**src/design/swst_ram.sv**
```systemverilog
// ----------------------------------------------------------------------------
// Generic RAM
// One write port and one read port, read data registered.
// ----------------------------------------------------------------------------
module swst_ram #(
    parameter int WIDTH = 8,
    parameter int DEPTH = 16
) (
    input  logic                     clk,
    input  logic                     we,
    input  logic [$clog2(DEPTH)-1:0] waddr,
    input  logic [WIDTH-1:0]         wdata,
    input  logic                     re,
    input  logic [$clog2(DEPTH)-1:0] raddr,
    output logic [WIDTH-1:0]         rdata
);

    logic [WIDTH-1:0] mem_reg [DEPTH];
    logic [WIDTH-1:0] rdata_reg;

    always_ff @(posedge clk)
    begin
        if (we)
        begin
            mem_reg[waddr] <= wdata;
        end
    end

    always_ff @(posedge clk)
    begin
        if (re)
        begin
            rdata_reg <= mem_reg[raddr];
        end
    end

    assign rdata = rdata_reg;

endmodule

```
**config.mk**
```make
export PLATFORM = sky130hd
export DESIGN_NAME = swst_ram
export DESIGN_NICKNAME = d
export VERILOG_FILES = /design/src/design/swst_ram.sv
export SDC_FILE = /design/constraint.sdc
export NUM_CORES = 1
export LEC_CHECK = 0
export BUFFER_PORTS_ARGS = -buffer_cell sky130_fd_sc_hd__buf_2
export CAP_MARGIN = 20
export CORE_MARGIN = 4
export CORE_UTILIZATION = 55
export DETAILED_ROUTE_END_ITERATION = 7
export PLACE_DENSITY = 0.73
export REMOVE_ABC_BUFFERS = 1
export SYNTH_ARGS = -nofsm -noshare
export SYNTH_HDL_FRONTEND = slang
export SYNTH_SLANG_ARGS = --single-unit
```
**constraint.sdc**
```tcl
create_clock -name clk -period 2.1 [get_ports clk]
set_input_delay 0.42 -clock clk [delete_from_list [all_inputs] [get_ports clk]]
set_output_delay 0.42 -clock clk [all_outputs]
set_load 0.01 [all_outputs]
```
# Word-level counts from Yosys, hierarchy flattened
# Memory sizes are Yosys's and may differ from the RTL's. A register that Yosys moved wholly into a read port is not among the register bits.
# Cells that the tools add are included.
[op_classes]
mux = 2
[ops]
columns = ["operator", "count"]
rows = [
  ["1-bit 2-to-1 mux", 2],
]
[totals]
register_bits = 0
ram_bits = 128
out_inout_bits = 8
mem_count = 1
[memory_table]
columns = ["name", "depth", "width", "read_ports", "rd_clocked_by_memory_dff", "wr", "line", "text"]
rows = [
  ["mem_reg", 16, 8, 1, 1, 1, "18", "logic [WIDTH-1:0] mem_reg [DEPTH];"],
]

# Longest topological paths before layout
# Gate-level depths: netlist of the first run.
[depth]
depth_word = 2
depth_mapped = 5
mapped_depth_nobuf = 3

# Least setup slack after synthesis of the first run
# Ideal clock, no wire load.
[synth_path]
kind = "input port to flip-flop"
from = "input port waddr[2]"
to = "memory mem_reg[0][0] (enable)"
setup_time_ns = 0.383
arrival_ns = 1.530
required_time_ns = 1.717
setup_slack_ns = 0.187
path_stages = 2
path_cell_list = "or3b_2 nor3_1"
[synth_lines]
columns = ["element", "line", "text"]
rows = [
  ["start: declaration", "11", "input logic [$clog2(DEPTH)-1:0] waddr,"],
  ["end: declaration", "18", ""],
]
# No word-level cell before the write port.

==> impl_summary.md, run 1 <==
Job
The reported max-cap violation count is 0.

Logic synthesis
The average instance in the mapped netlist occupies 22.8 um2. The proportion of register bits with asynchronous set or reset after synthesis is 0%. For this run, the number of Yosys warnings is 0. By area the synthesized netlist is led by sky130_fd_sc_hd__edfxtp_1 (78%), sky130_fd_sc_hd__mux4_2 (7.8%), sky130_fd_sc_hd__mux4_1 (7.0%). Counting flops with a built-in enable in the synthesized netlist gives 136.

The most area-hungry cell type in the Yosys netlist is sky130_fd_sc_hd__edfxtp_1. In the post-synthesis netlist, the cell with the most instances is sky130_fd_sc_hd__edfxtp_1. The most instantiated flip-flop cell in the synthesis netlist is sky130_fd_sc_hd__edfxtp_1. The area of the mapped netlist is 5230 um2. The post-synthesis sequential element count is 136. The register area share after synthesis is 78.1%. Of the post-synthesis cell area, the dominant cell type holds 78.1%. The synthesized instance count is 229. Counting instances in the post-synthesis netlist gives the leading cell types as sky130_fd_sc_hd__edfxtp_1 (136), sky130_fd_sc_hd__mux4_2 (18), sky130_fd_sc_hd__a22oi_1 (16). Yosys mapped the design onto 18 distinct sky130hd cell types.

Worst setup path
The reg2reg setup slack is 0.55 ns. The worst setup path is launched from a flop. At the worst endpoint, the required time is 2.35 ns.

The worst setup path is captured at a flop. The maximum fanout encountered on the critical timing path is 1. The data arrival at the endpoint of the critical path is 1.80 ns. The path type of the worst setup path is reg -> reg.

Clocking
The number of buffers inserted by post-CTS setup repair is 0. The clock tree synthesis step divided the H-tree into 4 levels. The buffer cell driving the clock tree root is sky130_fd_sc_hd__clkbuf_8. The clock insertion delay at the later pin of the skew report is 0.52 ns. The TritonCTS clock tree is yes.

After clock tree synthesis, the flow added hold-fix buffers numbering 0. After clock tree synthesis, the repair step resized 0 gates. The number of buffers on the longest clock path is 2. Clock-pin slew was measured on the worst setup and hold paths at 0.06 ns. For this design, the sink count on the clock tree is 136. The total CTS buffers is 17.

Layout
Relative to the synthesized area, the layout overhead comes to 18.4%. Summing all multi-input logic gate instances after layout gives 1060 um2. The total of fill cells in the finished design is 569. The repair_antennas step left the layout with diodes totalling 0. The final net count is 304. Across the whole layout, storage elements account for 4080 um2. The end-of-flow core utilization is 67.0%. The number of flip-flops under the largest register name is 128. The fraction of layout cells with a size suffix above 1 is 31.2%.

Power
Dividing total power by cell area gives a power density of 1000 nW/um2. For this design the static power due to leakage is 2.10 nW. The design draws 6.19 mW. The worst supply voltage drop on vdd is 579 uV.

Global route
For this run, the total global-route usage over all layers was measured as 19.3%. The wire length of the first global-routing pass is 15200 um. The via count of the first global-routing pass is 2562. Global routing finished with a remaining overflow of 0. Entering global routing, the biggest net connects 33 pins.

The number of antenna violations at the first check in global routing is 0.

Die
The floorplan step defined a die boundary enclosing 11100 um2. The number of top-level pins is 27. The die is 105 um tall. Row generation in the floorplan step produced 35 rows. The die is 105 um wide. The floorplan core area is 9240 um2. The starting density of the core is 56.6%.

Min path
In this run the worst hold path is classified as in -> reg.

Drt
Once detail routing completed, the nets flagged for antenna violations numbered 0. The detail-routed net length per standard cell is 22.7 um. After detailed routing, the number of vias per cell comes to 5.72. The number of vias in the routed layout is 2442. The pre-antenna-repair detailed-routing pass consisted of 4 iterations. In the routed design, unresolved DRC markers number 0. The final layout contains routed wiring with a total length of 9680 um. The first-iteration detailed-routing DRC count is 209.

Timing
The clock period minus worst slack is 1.55 ns. The tightest slew margin relative to the limit is 71.7%. The final number of setup-violating endpoints is 0. The actual transition at the worst max-transition pin is 0.425 ns. Timing would allow up to 647 MHz. The number of max-slew violations in the final report is 0. The worst hold-check slack is 0.282 ns.

The final critical path takes up 73.6% of the cycle. The number of endpoints with negative hold slack in the final report is 0. Between clock sinks in the finished design, the worst skew comes to 0.00656 ns.

The final total negative setup slack is 0 ns. Setup repair after global routing left no endpoint under its margin.

Outcome
The run finished with clean final reports.

Placed design
The number of port buffers is 26. Routability-driven placement finished with a final weighted congestion of 0.740. The detailed placer's ending HPWL is 6080 um.
report_power, final:
group,leakage [nW],total (mW),internal [mW],switching [mW]
registers,1.24,3.08,3.06,0.0177
clock network,0.272,2.83,1.78,1.05
logic,0.593,0.278,0.122,0.156
metal layers:
layer	wire length [um]	GRT usage [%]
met5	0	0
met1	4240	26.3
met3	576	5.57
met4	82	7.49
met2	4770	29.8
layout make-up:
cell class / instances / area share [%]
repair buffers: 47 / 5.05
multi-input cells: 83 / 17.1
clock buffers: 17 / 6.69
clock inverters: 15 / 2.57
well taps: 129 / 2.61
flip-flops and latches: 136 / 66.0
metrics by stage:
step / cell area, um2 / instances / setup WS (ns)
floorplan: 5140 / 219 / 0.187
global placement: 5620 / 395 / 0.140
detailed placement: 5620 / 395 / 0.0838
CTS: 6190 / 427 / 0.543
global route: 6190 / 427 / 0.533
finish: 6190 / 427 / 0.555
critical path: stages (launching register included):
cell and delay [ns]:
sky130_fd_sc_hd__edfxtp_1 0.36, sky130_fd_sc_hd__mux4_2 0.49, sky130_fd_sc_hd__a22oi_1 0.33, sky130_fd_sc_hd__nand2_1 0.10
cell families after synthesis:
| logic type | share of synthesized area [%] |
|---|---|
| DFF | 78.1 |
| and+or+nand+nor | 3.14 |
| muxes | 14.8 |
| AOI/OAI and AO/OA | 2.30 |
| buffers and inverters | 1.65 |
worst paths after layout:
| kind | from | endpoint | depth (start not counted) |
|---|---|---|---|
| worst max-delay path | mem_reg[11][7] | rdata[7] | 3 |
| worst min-delay path | re | rdata[6] | 1 |
| worst max register to register | mem_reg[11][7] | rdata[7] | 3 |
| worst min register to register | mem_reg[12][5] | rdata[5] | 3 |
placed cells by master, fill, tap and decap left out:
cell and count:
sky130_fd_sc_hd__a22oi_1 16, sky130_fd_sc_hd__and2_1 1, sky130_fd_sc_hd__and2b_1 1, sky130_fd_sc_hd__buf_12 2
sky130_fd_sc_hd__buf_2 26, sky130_fd_sc_hd__buf_4 19, sky130_fd_sc_hd__bufinv_16 3, sky130_fd_sc_hd__clkbuf_16 16
sky130_fd_sc_hd__clkbuf_8 1, sky130_fd_sc_hd__clkinv_1 5, sky130_fd_sc_hd__clkinv_2 2, sky130_fd_sc_hd__clkinv_4 1
sky130_fd_sc_hd__clkinvlp_4 3, sky130_fd_sc_hd__edfxtp_1 136, sky130_fd_sc_hd__inv_6 1, sky130_fd_sc_hd__mux4_1 14
sky130_fd_sc_hd__mux4_2 18, sky130_fd_sc_hd__nand2_1 9, sky130_fd_sc_hd__nand2b_1 2, sky130_fd_sc_hd__nand3_1 1
sky130_fd_sc_hd__nand3b_1 2, sky130_fd_sc_hd__nor2_1 13, sky130_fd_sc_hd__nor2b_1 1, sky130_fd_sc_hd__nor3_1 4
sky130_fd_sc_hd__or3b_2 1
Power figures use the tool's default switching activity.
==> run 2: changes to the inputs <==
--- a/config.mk
+++ b/config.mk
@@ -5,6 +5,7 @@
 export SDC_FILE = /design/constraint.sdc
 export NUM_CORES = 1
 export LEC_CHECK = 0
+export ABC_AREA = 1
 export BUFFER_PORTS_ARGS = -buffer_cell sky130_fd_sc_hd__buf_2
 export CAP_MARGIN = 20
 export CORE_MARGIN = 4
==> constraint.sdc (replaced) <==
create_clock -name clk -period 1.5 [get_ports clk]
set_input_delay 0.3 -clock clk [delete_from_list [all_inputs] [get_ports clk]]
set_output_delay 0.3 -clock clk [all_outputs]
set_load 0.01 [all_outputs]
==> run 2 against run 1 <==
Effect of this change:
- core utilization fell by 1.3 points
- clock power is 39% higher
- via count increased by 61%
- synthesized cell count rose by 140%
- register-to-register slack worse by 0.17 ns
- worst hold slack got worse by 0.12 ns
- sequential cell count stayed put
- critical endpoint is now rdata[2]
- largest power group unchanged
==> impl_summary.md, run 2 <==
Die
After floorplanning, the core was sized to cover 10300 um2. The floorplan has 37 rows. The die width is 111 um. For this configuration, the core starts out at a cell density of 56.6%. The die covers 12300 um2. The height of the die is 111 um. For this design the top-level I/O count stands at 27.

Logic synthesis
The post-synthesis xor/xnor area fraction is 0%. Each instance of the synthesized netlist takes up on average 10.6 um2. The most instantiated flip-flop cell in the synthesis netlist is sky130_fd_sc_hd__edfxtp_1. By count the netlist is led by sky130_fd_sc_hd__nand2_1 (173), sky130_fd_sc_hd__edfxtp_1 (136), sky130_fd_sc_hd__inv_1 (100).

Measured against the total synthesized area, the mux share comes to 0%. The netlist uses 11 different library cells. The cell count after synthesis came out at 551. Yosys printed 0 warnings. The top cell type by area accounts for 69.8% of the synthesized area. By area the synthesized netlist is led by sky130_fd_sc_hd__edfxtp_1 (70%), sky130_fd_sc_hd__nand2_1 (11%), sky130_fd_sc_hd__nand3_1 (8.3%). By instance count, the leading cell after synthesis is sky130_fd_sc_hd__nand2_1. The proportion of register bits with asynchronous set or reset after synthesis is 0%. By area, the combinational part of the netlist is dominated by simple AND/OR/NAND/NOR gates.

Summing every instance area after synthesis gives 5850 um2. In this run, synthesis produced a sequential element count of 136. Counting flops with a built-in enable in the synthesized netlist gives 136. The adder-cell share of the synthesized area is 0%. The simple-gate share of the synthesized area is 20.8%.

Of the synthesized area, sequential elements account for 69.8%. The synthesized netlist devotes 0% of its cell area to compound gates. Of all cell types, the one taking the most synthesized area is sky130_fd_sc_hd__edfxtp_1.

Drt
The final route contains 3933 vias. The first-iteration detailed-routing DRC count is 313. The number of nets with antenna violations after detailed routing is 0. The sum of met3 wire segment lengths after detailed routing is 649 um. The total met2 wirelength after detailed routing is 6370 um. The total DRC errors in the routed layout is 0.

After detailed routing, no signal wire sits above met4. The detail-routed via count per cell is 5.27. Wires add up to 12300 um. The detail-routed net length per standard cell is 16.5 um. For this run, the detailed router's first-pass iteration total came to 6. In the final routing, the length of wire on met1 measures 5040 um.

Layout
In the layout the commonest cells are sky130_fd_sc_hd__nand2_1 (173), sky130_fd_sc_hd__edfxtp_1 (136), sky130_fd_sc_hd__inv_1 (100). The area occupied by multi-input gates is 1210 um2. Across the whole layout, storage elements account for 4080 um2. Once layout is complete, the utilization of the core stands at 65.6%. The diode insertion count for antenna repair is 0.

The commonest non-fill, non-tap cell in the layout is sky130_fd_sc_hd__nand2_1. At the end of the flow, the number of nets in the layout was 616. The area growth from synthesis to layout is 15.9%. The number of flip-flops under the largest register name is 128. Once layout is done, the placed cells without fillers occupy 6780 um2. The fraction of layout cells with a size suffix above 1 is 13.8%. The total of fill cells in the finished design is 753.

Worst setup path
STA classifies the critical path endpoint as an output port. STA puts the critical path data required time at 1.20 ns. The critical path goes through buf_2.

On the worst path, the slowest cell contributes a delay of 0.43 ns. The kind of cell with the highest combined delay along the critical path is flip-flops. The slowest stage of the critical path is the sky130_fd_sc_hd__edfxtp_1 cell. The kind of start point of the critical path is a flop. Of all nets on the critical path, the largest fanout is 1. At the worst endpoint, the arrival time is 1.12 ns. The number of buffer and inverter instances along the worst setup path is 1. By startpoint and endpoint, the worst setup path is classified as reg -> out.

Placed design
The detailed placer's ending HPWL is 7630 um. The global placement routability congestion is 0.832. The number of port buffers is 26.

The placed instances occupy a cell area of 6210 um2.

Global route
The total congestion overflow is 0. The number of antenna violations at the first check in global routing is 0. The maximum number of pins on one net before global-route repair is 42. The via count of the first global-routing pass came to 3915.

Global routing used 21.0% of the available tracks. The first global-routing pass estimated 20000 um of wire.

Clocking
TritonCTS built the clock tree. CTS saw 136 sinks. The clock reaches the later pin of the worst-skew pair after 0.51 ns. Clock-pin slew was measured on the worst setup and hold paths at 0.06 ns. After clock tree synthesis, the setup repair step added 0 buffers.

CTS placed an instance of sky130_fd_sc_hd__clkbuf_8 at the clock tree root. The CTS H-tree depth is 4. For this design, the CTS-stage hold fixing added 0 buffers. Once the clock tree was built, the resizer swapped 0 gates to a different size.

Clock tree synthesis inserted a total of 17 buffers. The number of buffers on the longest clock path is 2.

Timing
Setup repair after global routing left no endpoint under its margin. Static timing analysis puts the maximum clock frequency at 705 MHz. For the final routed database, the setup TNS stands at 0 ns. The largest clock skew in the final design is 0.00597 ns.

At the pin with the least slew margin, the transition time is 0.648 ns. The worst pin sits at a relative slew slack of 56.7%. The number of max-slew violations in the final report was 0. Setup violations remaining at the end of the flow were counted as 0. The clock period could shrink to 1.42 ns. The ratio of final minimum period to clock period is 94.6%. The number of endpoints with negative hold slack in the final report is 0.

Power
Power spread over the standard cell area amounts to 1290 nW/um2. The worst supply voltage drop on vdd is 862 uV. Summed over all cells, the static leakage comes to 2.94 nW. The overall power after layout is 8.77 mW.

Min path
The worst hold path belongs to the class in -> reg.

Job
The reported max-cap violation count is 0.

Outcome
The run finished with clean final reports.
## run 2: cell count changes in the layout (fill, tap and decap cells not counted), sizes merged, moves of 2 or more
cell,delta
nand2b,-2
clkinvlp,+2
inv,+103
mux4,-32
a22oi,-16
clkinv,-3
nand2,+164
nand3,+96
nor2,+4
buf,+4
nor3,-4
## run 2: stage by stage
stage               cells  hold WS (ns)  setup slack [ns]
finish                746         0.160            0.0809
global route          746         0.154            0.0430
CTS                   746         0.151            0.0652
detailed placement    714         0.692            0.0141
global placement      714         0.690            0.0301
floorplan             527         0.399            0.0794
## run 2: report_power, final
part           switching [mW]  internal (mW)  total, mW
logic                   0.354          0.162      0.516
clock network            1.57           2.37       3.94
registers              0.0259           4.28       4.31
## run 2: layout make-up
type	count	area share [%]
Clock buffer	18	6.17
Clock inverter	14	2.23
Inverter	102	5.65
Multi-Input combinational cell	289	17.9
Sequential cell	136	60.3
Tap cell	136	2.51
Timing Repair Buffer	51	5.24
## run 2: final timing paths
kind	startpoint	endpoint	slack [ns]	cells after the start
worst max register to register	mem_reg[8][7]	rdata[7]	0.38	6
worst min register to register	mem_reg[2][4]	rdata[4]	0.74	6
worst max-delay path	rdata[2]	rdata[2]	0.08	1
worst min-delay path	wdata[2]	mem_reg[0][2]	0.16	1
## run 2: metal layers
layer	vias to the layer above	GRT usage (%)
li1	1871	-
met1	1891	26.4
met2	145	36.1
met3	26	4.59
met4	0	7.62
met5	-	0
## run 2: cell families after synthesis
family / Yosys count
buffers and inverters: 126
flip-flops: 136
AND/OR/NAND/NOR: 289
