--- config.mk ---
export PLATFORM = sky130hd
export DESIGN_NAME = swst_rem_unit
export DESIGN_NICKNAME = d
export VERILOG_FILES = /design/src/design/swst_pkg.sv /design/src/design/swst_rem_unit.sv
export SDC_FILE = /design/constraint.sdc
export NUM_CORES = 1
export LEC_CHECK = 0
export BUFFER_PORTS_ARGS = -buffer_cell sky130_fd_sc_hd__clkbuf_2
export CAP_MARGIN = 10
export CORE_AREA = 2 2 102 65
export DETAILED_ROUTE_END_ITERATION = 6
export DIE_AREA = 0 0 104 67
export PLACE_DENSITY = 0.75
export SKIP_CTS_REPAIR_TIMING = 1
export SKIP_LAST_GASP = 1
export SLEW_MARGIN = 20
export SYNTH_ARGS = -nofsm -noshare
export SYNTH_HDL_FRONTEND = slang
export SYNTH_SLANG_ARGS = --single-unit
--- constraint.sdc ---
create_clock -name clk -period 2 [get_ports clk]
set_input_delay 0.1 -clock clk [delete_from_list [all_inputs] [get_ports clk]]
set_output_delay 0.1 -clock clk [all_outputs]
set_load 0.005 [all_outputs]
--- src/design/swst_pkg.sv ---
// ----------------------------------------------------------------------------
// Sliding window slot tracker package
// Widths, operation and status codes, sequencer states and shared helpers.
// ----------------------------------------------------------------------------
package swst_pkg;

    localparam int MAX_SLOTS  = 1024;
    localparam int SEQ_W      = 32;
    localparam int LEN_W      = 11;
    localparam int CFG_W      = 11;
    localparam int OFF_W      = 11;
    localparam int COUNT_W    = 11;
    localparam int COUNT_MAX  = 1024;
    localparam int OFFSET_MAX = 1024;
    localparam int WS_RESET   = 8;

    // Largest window that is honored: bounded by the count limit and the slot store.
    localparam int SIZE_MAX = (COUNT_MAX < MAX_SLOTS) ? COUNT_MAX : MAX_SLOTS;
    localparam int SLOT_W   = $clog2(MAX_SLOTS);
    localparam int EFF_W    = $clog2(SIZE_MAX + 1);
    localparam int STEP_W   = $clog2(SEQ_W + 1);
    localparam int ENTRY_W  = 1 + SEQ_W + LEN_W;

    typedef enum logic [2:0] {
        OP_STORE   = 3'd0,
        OP_DELETE  = 3'd1,
        OP_SLIDE   = 3'd2,
        OP_ADVANCE = 3'd3,
        OP_LOOKUP  = 3'd4
    } op_t;

    typedef enum logic [1:0] {
        STAT_OK       = 2'd0,
        STAT_CONFLICT = 2'd1,
        STAT_MISMATCH = 2'd2
    } status_t;

    typedef enum logic [3:0] {
        S_CLEAR,
        S_IDLE,
        S_MOD,
        S_READ,
        S_CHECK,
        S_SLIDE_RD,
        S_SLIDE_CHK,
        S_SLIDE_FIN,
        S_ADVANCE,
        S_RESP
    } state_t;

    typedef struct packed {
        logic              valid;
        logic [SEQ_W-1:0]  seq;
        logic [LEN_W-1:0]  length;
    } entry_t;

    typedef struct packed {
        logic              busy;
        logic [SLOT_W-1:0] remainder;
    } rem_stat_t;

    function automatic logic [EFF_W-1:0] eff_size(input logic [CFG_W-1:0] ws);
        logic [EFF_W-1:0] eff;
        if (ws == '0) begin
            eff = EFF_W'(1);
        end
        else if (ws > CFG_W'(SIZE_MAX)) begin
            eff = EFF_W'(SIZE_MAX);
        end
        else begin
            eff = EFF_W'(ws);
        end
        return eff;
    endfunction

    // Serial-number ordering: a lies below b when a - b is negative.
    function automatic logic serial_below(input logic [SEQ_W-1:0] a,
                                          input logic [SEQ_W-1:0] b);
        logic [SEQ_W-1:0] diff;
        diff = a - b;
        return diff[SEQ_W-1];
    endfunction

endpackage

--- src/design/swst_rem_unit.sv ---
// ----------------------------------------------------------------------------
// Sliding window slot tracker remainder unit
// Restoring remainder of a sequence number by the window size, one bit a cycle.
// ----------------------------------------------------------------------------
module swst_rem_unit (
    input  logic                          clk,
    input  logic                          rst_n,
    input  logic                          start,
    input  logic [swst_pkg::SEQ_W-1:0]    dividend,
    input  logic [swst_pkg::EFF_W-1:0]    divisor,
    output swst_pkg::rem_stat_t           stat
);

    logic [swst_pkg::STEP_W-1:0] cnt_reg, cnt_next;
    logic [swst_pkg::SEQ_W-1:0]  dvd_reg, dvd_next;
    logic [swst_pkg::EFF_W-1:0]  div_reg, div_next;
    logic [swst_pkg::SLOT_W-1:0] rem_reg, rem_next;
    logic [swst_pkg::SLOT_W:0]   trial;
    logic [swst_pkg::SLOT_W:0]   div_ext;

    always_comb
    begin
        cnt_next = cnt_reg;
        dvd_next = dvd_reg;
        div_next = div_reg;
        rem_next = rem_reg;
        trial    = {rem_reg, dvd_reg[swst_pkg::SEQ_W-1]};
        div_ext  = (swst_pkg::SLOT_W + 1)'(div_reg);
        if (start)
        begin
            cnt_next = swst_pkg::STEP_W'(swst_pkg::SEQ_W);
            dvd_next = dividend;
            div_next = divisor;
            rem_next = '0;
        end
        else if (cnt_reg != '0)
        begin
            // The partial remainder stays below the divisor, so it fits the slot index.
            if (trial >= div_ext)
            begin
                rem_next = swst_pkg::SLOT_W'(trial - div_ext);
            end
            else
            begin
                rem_next = trial[swst_pkg::SLOT_W-1:0];
            end
            dvd_next = dvd_reg << 1;
            cnt_next = cnt_reg - 1'b1;
        end
    end

    always_ff @(posedge clk or negedge rst_n)
    begin
        if (!rst_n)
        begin
            cnt_reg <= '0;
        end
        else
        begin
            cnt_reg <= cnt_next;
        end
    end

    always_ff @(posedge clk)
    begin
        dvd_reg <= dvd_next;
        div_reg <= div_next;
        rem_reg <= rem_next;
    end

    assign stat.busy      = (cnt_reg != '0);
    assign stat.remainder = rem_reg;

endmodule

# Word-level counts from Yosys, hierarchy flattened

Cells that the tools add are included.

$add $sub $neg: 2
Order comparisons: 1
Mux-type cells: 5
Reductions and logical operators: 2

Operators by type and width:

| operator                                                            | count |
|---|---|
| 32-bit 2-to-1 mux                                                   | 2 |
| 6-bit 2-to-1 mux                                                    | 2 |
| 11-bit greater-or-equal comparator                                  | 1 |
| 10-bit 2-to-1 mux                                                   | 1 |
| 10-bit subtractor                                                   | 1 |
| 6-bit nonzero test                                                  | 1 |
| 6-bit by 1-bit subtractor with 6-bit output (second input constant) | 1 |
| 2-bit nonzero test                                                  | 1 |

Register bits: 59
Input bits: 46
Logic and storage cells: 14

# Logic depth before layout (Yosys ltp)

Gate-level depths: netlist of run 1.

Word-level depth: 3
Depth in mapped cells: 10
Gate-level depth less buffers: 10

# Least setup slack after synthesis of run 1

Ideal clock, no wire load.

Kind: reg-to-reg
Start point: reg rem_reg[5] in the netlist's numbering
End point: reg rem_reg[0] in the netlist's numbering
Setup time: 79 ps
Arrival: 2086 ps
Data required time: 1921 ps
Setup slack: -165 ps
Cell stages (with the launch flop): 8
Buffers on the path: 0
Period minus slack after synthesis: 2165 ps
Cells stage by stage: dfxtp_1 > ha_1 > a21oi_2 > nand2_1 > o2111a_2 > a31oi_4 > mux2_4 > a211oi_2

Cells in the longest elaborated chain, start to end: 2

RTL lines:

| item                               | RTL line            | RTL |
|---|---|---|
| start: declaration                 | swst_rem_unit.sv:17 | `logic [swst_pkg::SLOT_W-1:0] rem_reg, rem_next;` |
| start signal: assignment           | swst_rem_unit.sv:68 | `rem_reg <= rem_next;` |
| 11-bit greater-or-equal comparator | swst_rem_unit.sv:39 | `if (trial >= div_ext)` |
| 10-bit 2-to-1 mux                  | swst_rem_unit.sv:39 |  |

No other way between the ends.
A chain may end at the register's enable or synchronous reset.

# Worst setup path after layout of run 1

Start point: reg div_reg, in the netlist div_ext[6]
End point: reg rem_reg[9] in the netlist's numbering

Cells in the longest elaborated chain, start to end: 2

RTL lines:

| item                                                                    | RTL line                                 | RTL |
|---|---|---|
| start: declaration                                                      | swst_rem_unit.sv:16                      | `logic [swst_pkg::EFF_W-1:0] div_reg, div_next;` |
| start signal: assignment                                                | swst_rem_unit.sv:67                      | `div_reg <= div_next;` |
| 10-bit subtractor or 11-bit greater-or-equal comparator (tied branches) | swst_rem_unit.sv:41, swst_rem_unit.sv:39 |  |
| 10-bit 2-to-1 mux *                                                     | swst_rem_unit.sv:39                      |  |

Every way passes the cells marked *; elsewhere a longest branch is shown, timed or not.

==> results of run 1 <==
-- Yosys cell counts, types with 2 or more instances --
master / instances
a21oi_1: 10
nor2_1: 17
xor2_1: 2
edfxtp_1: 43
a21oi_2: 2
nor3_1: 2
mux2_2: 31
clkbuf_1: 4
mux2i_1: 6
a31oi_1: 2
nand2_1: 6
ha_1: 12
dfrtp_1: 6
a211oi_1: 9
o211a_1: 2
or3_1: 3
inv_1: 17
o21ai_0: 2
dfxtp_1: 10
a21o_1: 6
nand4_1: 2
buf_1: 3
nand2b_1: 5
nand3_1: 4
o211ai_1: 3
xnor2_1: 5
-- cells by family after synthesis --
group	count (synthesis)	synth area share, %
DFF	59	55.9
and+or+nand+nor	44	7.50
xor gates and xnor gates	7	2.09
AOI/OAI and AO/OA	43	11.2
buffers and inverters	24	3.07
adders and majority gates	13	5.79
muxes	38	14.4
-- power breakdown --
part | total (W) | switching [W] | internal (W) | leakage (nW)
Clock | 0.000939 | 0.000498 | 0.000441 | 0.0767
Sequential | 0.00187 | 0.000191 | 0.00168 | 0.604
Combinational | 0.00241 | 0.00113 | 0.00128 | 1.11
Total | 0.00522 | 0.00182 | 0.00340 | 1.79
-- critical path, cell delays in order, from the launching register on --
cell and delay (ns):
edfxtp_1 0.38, inv_2 0.08, ha_4 0.21, a21oi_4 0.16, nand2_1 0.07, o2111a_2 0.31
or4_1 0.47, o211a_1 0.12, a21o_1 0.17
-- worst max-delay path by stage --
stage / startpoint / end / slack [ns]
floorplan: rem_reg[5]$_SDFFE_PP0P_ / rem_reg[0]$_SDFFE_PP0P_ / -0.05
global placement: div_ext[2]$_DFFE_PP_ / rem_reg[9]$_SDFFE_PP0P_ / -0.08
detailed placement: dvd_reg[31]$_DFFE_PP_ / rem_reg[6]$_SDFFE_PP0P_ / -0.22
CTS: dvd_reg[31]$_DFFE_PP_ / rem_reg[6]$_SDFFE_PP0P_ / -0.22
global route: div_ext[6]$_DFFE_PP_ / rem_reg[9]$_SDFFE_PP0P_ / -0.14
finish: div_ext[6]$_DFFE_PP_ / rem_reg[9]$_SDFFE_PP0P_ / -0.07
-- metal layers --
metal  up-vias  wire, microns
li1       1076              -
met3         9            402
met4         0            116
met1      1021           3140
met5         -              0
met2        62           2730
-- metrics by stage --
stage	cells	power, W	TNS (ns)
3_5_place_dp	397	0.00409	-0.673
3_3_place_gp	397	0.00403	-0.282
4_1_cts	413	0.00504	-0.877
6_report	427	0.00522	-0.148
2_1_floorplan	228	0.00317	-0.0536
5_1_grt	427	0.00553	-0.902
-- layout make-up --
| class | count | area [sq um] | area share [%] |
|---|---|---|---|
| timing repair buffer | 106 | 722 | 18.0 |
| inverter | 17 | 63.8 | 1.59 |
| clock buffer | 9 | 124 | 3.09 |
| clock inverter | 7 | 43.8 | 1.09 |
| tap | 84 | 105 | 2.62 |
| multi-input combinational | 145 | 1310 | 32.7 |
| sequential | 59 | 1640 | 40.9 |
==> results.py, run 1 <==
metrics = {
    "pwr": {
        "ir_drop_mv": 0.527,
        "power_leakage_nw": 1.79,
        "p_per_area_mw_per_mm2": 1300,
    },
    "worst_setup_path": {
        "rrSetupSlack_ns": -0.07,
        "critical_path_class": "flip-flop to flip-flop",
        "worstReg2RegEnd": "rem_reg[9]$_SDFFE_PP0P_",
        "startpoint_type": "flip-flop",
        "critPathMaxFanout": 4,
        "rr_worst_depth": 8,
        "timing.rr.start": "div_ext[6]$_DFFE_PP_",
        "worstPathArrival_ns": 2.32,
        "worstPathRequired_ns": 2.25,
        "cp-end-kind": "flip-flop",
    },
    "routing": {
        "drt_pass1_iterations": 4,
        "drc_errors": 0,
        "vias": 2168,
        "drtIter0Drc": 81,
        "wirelength_microns": 6380,
        "vias_per_cell": 5.08,
        "antenna_left": 0,
        "wl_per_cell_microns": 14.9,
    },
    "placement": {
        "routabilityCongestion": 0.880,
        "place_area_sq_mm": 0.00363,
        "io_buffers": 56,
        "dp_hpwl_microns": 4560,
        "dp_slack_ns": -0.219,
    },
    "clocking": {
        "cts.sinks": 59,
        "cts_made_buffers": 9,
        "clk_latency_ns": 0.35,
        "tritoncts": "done",
        "clk_pin_slew_ns": 0.07,
        "clockBufferDepth": 2,
        "htree_levels": 3,
        "clockRootBuffer": "clkbuf_8",
    },
    "final_layout": {
        "final_util_pct": 67.5,
        "design_area_sq_mm": 0.00401,
        "largest_reg_flops": 32,
        "drive_above_1_share_pct": 48.4,
        "synthToLayoutAreaGrowth_pct": 36.5,
        "nNetsFinal": 397,
        "n_antenna_cell": 0,
        "fill_cells": 468,
        "mostFrequentLayoutCell": "clkbuf_2",
        "final_cell_mix": "56 x clkbuf_2, 43 x edfxtp_1, 33 x buf_4, 31 x mux2_2, 17 x nor2_1",
    },
    "die": {
        "dieArea_sq_mm": 0.00697,
        "core_area_sq_mm": 0.00595,
        "die_y_microns": 67,
        "initial_core_util_pct": 49.4,
        "row_count": 22,
        "fp.dieW_microns": 104,
        "pin_count": 57,
    },
    "min_path": {
        "hp-start": "dividend[0]",
        "holdCritPathClass": "primary input to flip-flop",
        "hold_depth": 2,
        "min_to": "dvd_reg[0]$_SDFFCE_PN0P_",
    },
    "logic_synthesis": {
        "yosys.area.top_type": "edfxtp_1",
        "yosysWarnings": 0,
        "ys_async_sr_fraction_pct": 10.2,
        "avgSynthCellArea_sq_um": 12.9,
        "syn_area_sq_mm": 0.00294,
        "yosys-top-cells-area": "edfxtp_1 44%, mux2_2 12%, dfxtp_1 6.8%",
        "synth_seq_area_share_pct": 55.9,
        "syn_nets": 287,
        "synth_cell_types": 40,
        "synth-seq-cells": 59,
        "synth_flop_cell": "edfxtp_1",
        "synth_top_area_share_pct": 44.0,
        "syn_inst": 228,
        "synth_edf_count": 43,
    },
    "sta": {
        "max_freq_mhz": 484,
        "fin_ws_ns": -0.0653,
        "slew_viol_final": 0,
        "finalCritPeriodShare_pct": 103,
        "hold_viol_final": 0,
        "tightest_slew_ns": 0.577,
        "rsz0062_at_grt": "true",
        "setup_violations": 6,
        "min_period_ns": 2.07,
        "slew_headroom_pct": 61.5,
        "clock_skew_ns": 0.00697,
        "whs_ns": 0.0285,
    },
    "grt": {
        "use_met3_pct": 9.20,
        "grt_pass1_vias": 1998,
        "grt_most_used_layer": "met2",
        "grt_max_degree": 29,
        "gr-usage-all-layers_pct": 19.5,
        "use_met1_pct": 26.6,
        "grt_pass1_wl_microns": 9910,
        "grt.overflow.total": 0,
        "use_met2_pct": 26.6,
        "grt_antenna_before_repair": 0,
    },
    "run": {
        "max-cap-violations": 0,
    },
    "status": {
        "status": "finished with violations",
        "violations": "negative setup slack",
    },
}
Power figures use the tool's default switching activity.
==> inputs of run 2 (changes only) <==
--- a/config.mk
+++ b/config.mk
@@ -5,7 +5,7 @@
 export SDC_FILE = /design/constraint.sdc
 export NUM_CORES = 1
 export LEC_CHECK = 0
-export BUFFER_PORTS_ARGS = -buffer_cell sky130_fd_sc_hd__clkbuf_2
+export BUFFER_PORTS_ARGS = -buffer_cell sky130_fd_sc_hd__buf_2
 export CAP_MARGIN = 10
 export CORE_AREA = 2 2 102 65
 export DETAILED_ROUTE_END_ITERATION = 6
==> run 2 against run 1 <==
Against the previous run:
- largest power group unchanged
- via count up 1.1%
- clock power up 44%
- highest routed layer unchanged
- first-iteration DRC count rose by 120%
- cell area increased by 3.2%
- worst setup slack lost 0.094 ns
- critical path type unchanged
- the run still ends with negative setup slack left
- sequential power is essentially flat
- hold slack gained 0.026 ns
- count of clock-buffer cells in the layout did not move
- final cell count up 0.23%
- die area stayed put
==> results.py, run 2 (synthesis gave the netlist of run 1 again) <==
metrics = {
    "worst_setup_path": {
        "cp-end-kind": "flip-flop",
        "worstPathArrival_ns": 2.38,
        "rr_worst_depth": 9,
        "path_cells": "inv_2 > ha_4 > o211ai_2 > a21oi_2 > o2111a_2 > a31oi_4 > buf_6 > mux2i_1 > a211oi_2",
        "startpoint_type": "flip-flop",
        "crit_family": "compound AO/OA/AOI/OAI gates",
        "critical_path_class": "flip-flop to flip-flop",
        "worstPathRequired_ns": 2.22,
        "worstPathBufferInverterCount": 2,
        "timing.rr.start": "div_ext[2]$_DFFE_PP_",
        "rrSetupSlack_ns": -0.16,
        "critPathMaxFanout": 5,
        "crit_slowest_cell": "edfxtp_1",
        "max_stage_delay_ns": 0.38,
        "worstReg2RegEnd": "rem_reg[8]$_SDFFE_PP0P_",
    },
    "grt": {
        "grt.overflow.total": 0,
        "gr-usage-all-layers_pct": 20.0,
        "grt_max_degree": 28,
        "grt_pass1_wl_microns": 10300,
        "grt_antenna_before_repair": 0,
        "grt_pass1_vias": 2147,
    },
    "run": {
        "max-cap-violations": 0,
    },
    "final_layout": {
        "n_antenna_cell": 0,
        "fill_cells": 432,
        "nNetsFinal": 398,
        "largest_reg_flops": 32,
        "synthToLayoutAreaGrowth_pct": 41.0,
        "final_cell_mix": "56 x buf_2, 43 x edfxtp_1, 35 x buf_4, 31 x mux2_2, 17 x nor2_1",
        "mostFrequentLayoutCell": "buf_2",
        "drive_above_1_share_pct": 51.2,
        "instances_no_fill": 428,
    },
    "sta": {
        "rsz0062_at_grt": "true",
        "whs_ns": 0.0543,
        "tightest_slew_ns": 0.292,
        "slew_viol_final": 0,
        "fin_ws_ns": -0.159,
        "finalCritPeriodShare_pct": 108,
        "min_period_ns": 2.16,
        "setup_violations": 10,
        "hold_viol_final": 0,
        "slew_headroom_pct": 80.5,
        "max_freq_mhz": 463,
        "tns_ns": -0.655,
        "clock_skew_ns": 0.0111,
    },
    "clocking": {
        "tritoncts": "done",
        "clockBufferDepth": 2,
        "clockRootBuffer": "clkbuf_8",
        "cts_made_buffers": 9,
        "htree_levels": 3,
        "clk_pin_slew_ns": 0.08,
        "cts.sinks": 59,
        "clk_latency_ns": 0.34,
    },
    "placement": {
        "placed_cells": 398,
        "io_buffers": 56,
        "dp_hpwl_microns": 4580,
        "routabilityCongestion": 0.886,
    },
    "die": {
        "fp.dieW_microns": 104,
        "pin_count": 57,
        "dieArea_sq_mm": 0.00697,
        "die_y_microns": 67,
        "row_count": 22,
        "initial_core_util_pct": 49.4,
        "core_area_sq_mm": 0.00595,
    },
    "routing": {
        "drc_errors": 0,
        "vias_per_cell": 5.12,
        "drt_pass1_iterations": 4,
        "wl_per_cell_microns": 15.8,
        "vias": 2191,
        "antenna_left": 0,
        "wirelength_microns": 6770,
        "drtIter0Drc": 175,
    },
    "min_path": {
        "hold_depth": 2,
        "holdCritPathClass": "primary input to flip-flop",
        "min_to": "dvd_reg[15]$_DFFE_PP_",
        "hp-start": "dividend[15]",
    },
    "pwr": {
        "ir_drop_mv": 0.545,
        "power_leakage_nw": 1.84,
        "p_per_area_mw_per_mm2": 1380,
    },
    "status": {
        "violations": "negative setup slack",
        "status": "finished with violations",
    },
}
run 2: area by class of cell:
type | instances | area [sq um] | area share [%]
sequential | 59 | 1640 | 39.6
multi-input combinational | 145 | 1360 | 32.8
timing repair buffer | 107 | 726 | 17.5
clock buffer | 9 | 124 | 2.99
clock inverter | 7 | 124 | 2.99
tap | 84 | 105 | 2.54
inverter | 17 | 63.8 | 1.54
run 2: worst max path at each step:
stage,startpoint,to,depth (start not counted)
after floorplan,rem_reg[5]$_SDFFE_PP0P_,rem_reg[0]$_SDFFE_PP0P_,7
after global placement,div_ext[2]$_DFFE_PP_,rem_reg[9]$_SDFFE_PP0P_,8
after detailed placement,dvd_reg[31]$_DFFE_PP_,rem_reg[6]$_SDFFE_PP0P_,10
after CTS,dvd_reg[31]$_DFFE_PP_,rem_reg[4]$_SDFFE_PP0P_,10
after global routing,dvd_reg[31]$_DFFE_PP_,rem_reg[8]$_SDFFE_PP0P_,10
final,div_ext[2]$_DFFE_PP_,rem_reg[8]$_SDFFE_PP0P_,9
run 2: worst reg2reg max path, cell delays in order (launching register included):
cell	delay [ns]
edfxtp_1	0.38
inv_2	0.10
ha_4	0.21
o211ai_2	0.20
a21oi_2	0.08
o2111a_2	0.30
a31oi_4	0.24
buf_6	0.18
mux2i_1	0.26
a211oi_2	0.10
run 2: layer usage:
metal	vias up	global-route usage (%)	part of all wire (%)
li1	1075	-	-
met1	1034	25.8	46
met2	66	29.7	44
met3	16	7.73	7.2
met4	0	9.46	2.7
met5	-	0	0
run 2: power by group:
part | leakage (nW) | internal (W) | switching, W
combinational | 1.12 | 0.00130 | 0.00119
clock | 0.120 | 0.000835 | 0.000510
sequential | 0.604 | 0.00168 | 0.000201
total | 1.84 | 0.00381 | 0.00190
run 2: per-stage QoR:
stage	power, W	instance area (sq um)	worst slack, ns	util (%)
after floorplan	0.00317	2980	-0.0536	-
final	0.00571	4140	-0.159	69.7
after CTS	0.00545	3890	-0.174	65.4
after detailed placement	0.00408	3640	-0.170	61.2
after global placement	0.00402	3640	-0.0860	61.2
after global routing	0.00606	4140	-0.202	69.7
==> inputs of run 3 (changes only) <==
--- a/config.mk
+++ b/config.mk
@@ -7,10 +7,10 @@
 export LEC_CHECK = 0
 export BUFFER_PORTS_ARGS = -buffer_cell sky130_fd_sc_hd__buf_2
 export CAP_MARGIN = 10
-export CORE_AREA = 2 2 102 65
+export CORE_AREA = 2 2 114 72
 export DETAILED_ROUTE_END_ITERATION = 6
-export DIE_AREA = 0 0 104 67
-export PLACE_DENSITY = 0.75
+export DIE_AREA = 0 0 116 74
+export PLACE_DENSITY = 0.6
 export SKIP_CTS_REPAIR_TIMING = 1
 export SKIP_LAST_GASP = 1
 export SLEW_MARGIN = 20
==> constraint.sdc (replaced) <==
create_clock -name clk -period 2.43 [get_ports clk]
set_input_delay 0.1215 -clock clk [delete_from_list [all_inputs] [get_ports clk]]
set_output_delay 0.1215 -clock clk [all_outputs]
set_load 0.005 [all_outputs]
==> run 3 against run 2 <==
Against the previous run:
- the flow now finishes without violations
- critical path type unchanged
- via count fell by 8.7%
- global-route usage decreased by 4.8 points
- largest cell class unchanged
- die area rose by 23%
- critical path depth did not move
- hold slack gained 0.018 ns
- maximum frequency decreased by 5.4%
- flip-flop and latch count did not move
==> results.py, run 3 (synthesis gave the netlist of run 1 again) <==
metrics = {
    "status": {
        "status": "completed",
    },
    "clocking": {
        "tritoncts": "done",
        "clk_pin_slew_ns": 0.06,
        "clockRootBuffer": "clkbuf_16",
        "clk_latency_ns": 0.33,
        "clockBufferDepth": 2,
        "cts_made_buffers": 9,
        "htree_levels": 3,
        "cts.sinks": 59,
    },
    "die": {
        "die_y_microns": 74,
        "pin_count": 57,
        "row_count": 25,
        "initial_core_util_pct": 38.8,
        "dieArea_sq_mm": 0.00858,
        "fp.dieW_microns": 116,
        "core_area_sq_mm": 0.00757,
    },
    "sta": {
        "slew_viol_final": 0,
        "tns_ns": 0,
        "slew_headroom_pct": 63.3,
        "setup_violations": 0,
        "clock_skew_ns": 0.00755,
        "min_period_ns": 2.28,
        "hold_viol_final": 0,
        "finalCritPeriodShare_pct": 93.9,
        "max_freq_mhz": 438,
        "tightest_slew_ns": 0.551,
    },
    "worst_setup_path": {
        "worstPathBufferInverterCount": 2,
        "startpoint_type": "flip-flop",
        "worstPathArrival_ns": 2.54,
        "max_stage_delay_ns": 0.42,
        "cp-end-kind": "flip-flop",
        "critPathMaxFanout": 6,
        "crit_slowest_cell": "or3_1",
        "critical_path_class": "flip-flop to flip-flop",
        "crit_family": "simple AND/OR/NAND/NOR gates",
        "worstPathRequired_ns": 2.69,
        "path_cells": "inv_1 > ha_2 > nand4_1 > or3_1 > nand3_2 > a31oi_4 > buf_12 > mux2_4 > a211oi_2",
    },
    "final_layout": {
        "final_util_pct": 50.6,
        "drive_above_1_share_pct": 39.6,
        "largest_reg_flops": 32,
        "mostFrequentLayoutCell": "buf_2",
        "synthToLayoutAreaGrowth_pct": 30.5,
        "n_antenna_cell": 0,
        "final_cell_mix": "56 x buf_2, 43 x edfxtp_1, 31 x mux2_2, 17 x nor2_1, 17 x inv_1",
        "nNetsFinal": 367,
    },
    "pwr": {
        "ir_drop_mv": 0.498,
        "power_leakage_nw": 1.70,
        "p_per_area_mw_per_mm2": 1130,
    },
    "grt": {
        "grt_pass1_vias": 1881,
        "grt_pass1_wl_microns": 9420,
        "grt.overflow.total": 0,
        "gr-usage-all-layers_pct": 15.2,
        "grt_antenna_before_repair": 0,
        "grt_max_degree": 45,
    },
    "placement": {
        "io_buffers": 56,
        "dp_hpwl_microns": 4040,
        "routabilityCongestion": 0.814,
    },
    "min_path": {
        "holdCritPathClass": "primary input to flip-flop",
    },
    "routing": {
        "drt_pass1_iterations": 5,
        "drtIter0Drc": 87,
        "wl_per_cell_microns": 14.1,
        "drc_errors": 0,
        "wirelength_microns": 5960,
        "antenna_left": 0,
        "vias": 2001,
        "vias_per_cell": 4.75,
    },
    "run": {
        "max-cap-violations": 0,
    },
}
-- run 3: cell types whose count changed in the layout (fill, tap and decap cells not counted), sizes merged --
cell    change
buf        -31
bufinv      -2
clkinv      +2
clkbuf      +1
inv         -1
-- run 3: final cells by class --
type | count | area, sq um
Fill cell | 698 | 3740
Sequential cell | 59 | 1640
Multi-Input combinational cell | 145 | 1230
Timing Repair Buffer | 76 | 473
Clock buffer | 10 | 239
Tap cell | 108 | 135
Inverter | 17 | 63.8
Clock inverter | 6 | 55.1
-- run 3: worst paths after layout --
kind,startpoint,to,slack [ns],cells past startpoint
min in group asynchronous,rst_n,cnt_reg[0]$_DFFE_PN0P_,0.14,2
max in group asynchronous,rst_n,cnt_reg[4]$_DFFE_PN0P_,2.15,2
setup / recovery,div_ext[4]$_DFFE_PP_,rem_reg[0]$_SDFFE_PP0P_,0.15,9
hold reg to reg,rem_reg[2]$_SDFFE_PP0P_,rem_reg[2]$_SDFFE_PP0P_,0.49,2
setup reg to reg,div_ext[4]$_DFFE_PP_,rem_reg[0]$_SDFFE_PP0P_,0.15,9
hold / removal,dividend[0],dvd_reg[0]$_SDFFCE_PN0P_,0.07,2
-- run 3: power by group --
group | switching (W) | total [W] | internal (W)
combinational | 0.000784 | 0.00151 | 0.000730
clock | 0.000440 | 0.00125 | 0.000809
sequential | 0.000165 | 0.00155 | 0.00139
total | 0.00139 | 0.00431 | 0.00292
-- run 3: stage by stage --
step	total power, W	cell area, sq um	instances	hold slack, ns	worst slack, ns
after floorplan	0.00256	2940	228	-0.174	0.265
after global placement	0.00296	3370	391	-0.0456	0.172
after detailed placement	0.00297	3370	391	-0.0492	0.148
after CTS	0.00424	3670	407	-0.402	0.133
after global routing	0.00460	3830	421	0.0736	-0.00187
final	0.00431	3830	421	0.0726	0.148
-- run 3: per-layer routing --
layer  GRT usage [%]  wire length, microns  up-vias
met4            5.95                   100        0
met3            7.66                   420       11
li1                -                     -     1012
met1            20.8                  2990      937
met5               0                     0        -
met2            20.4                  2450       41
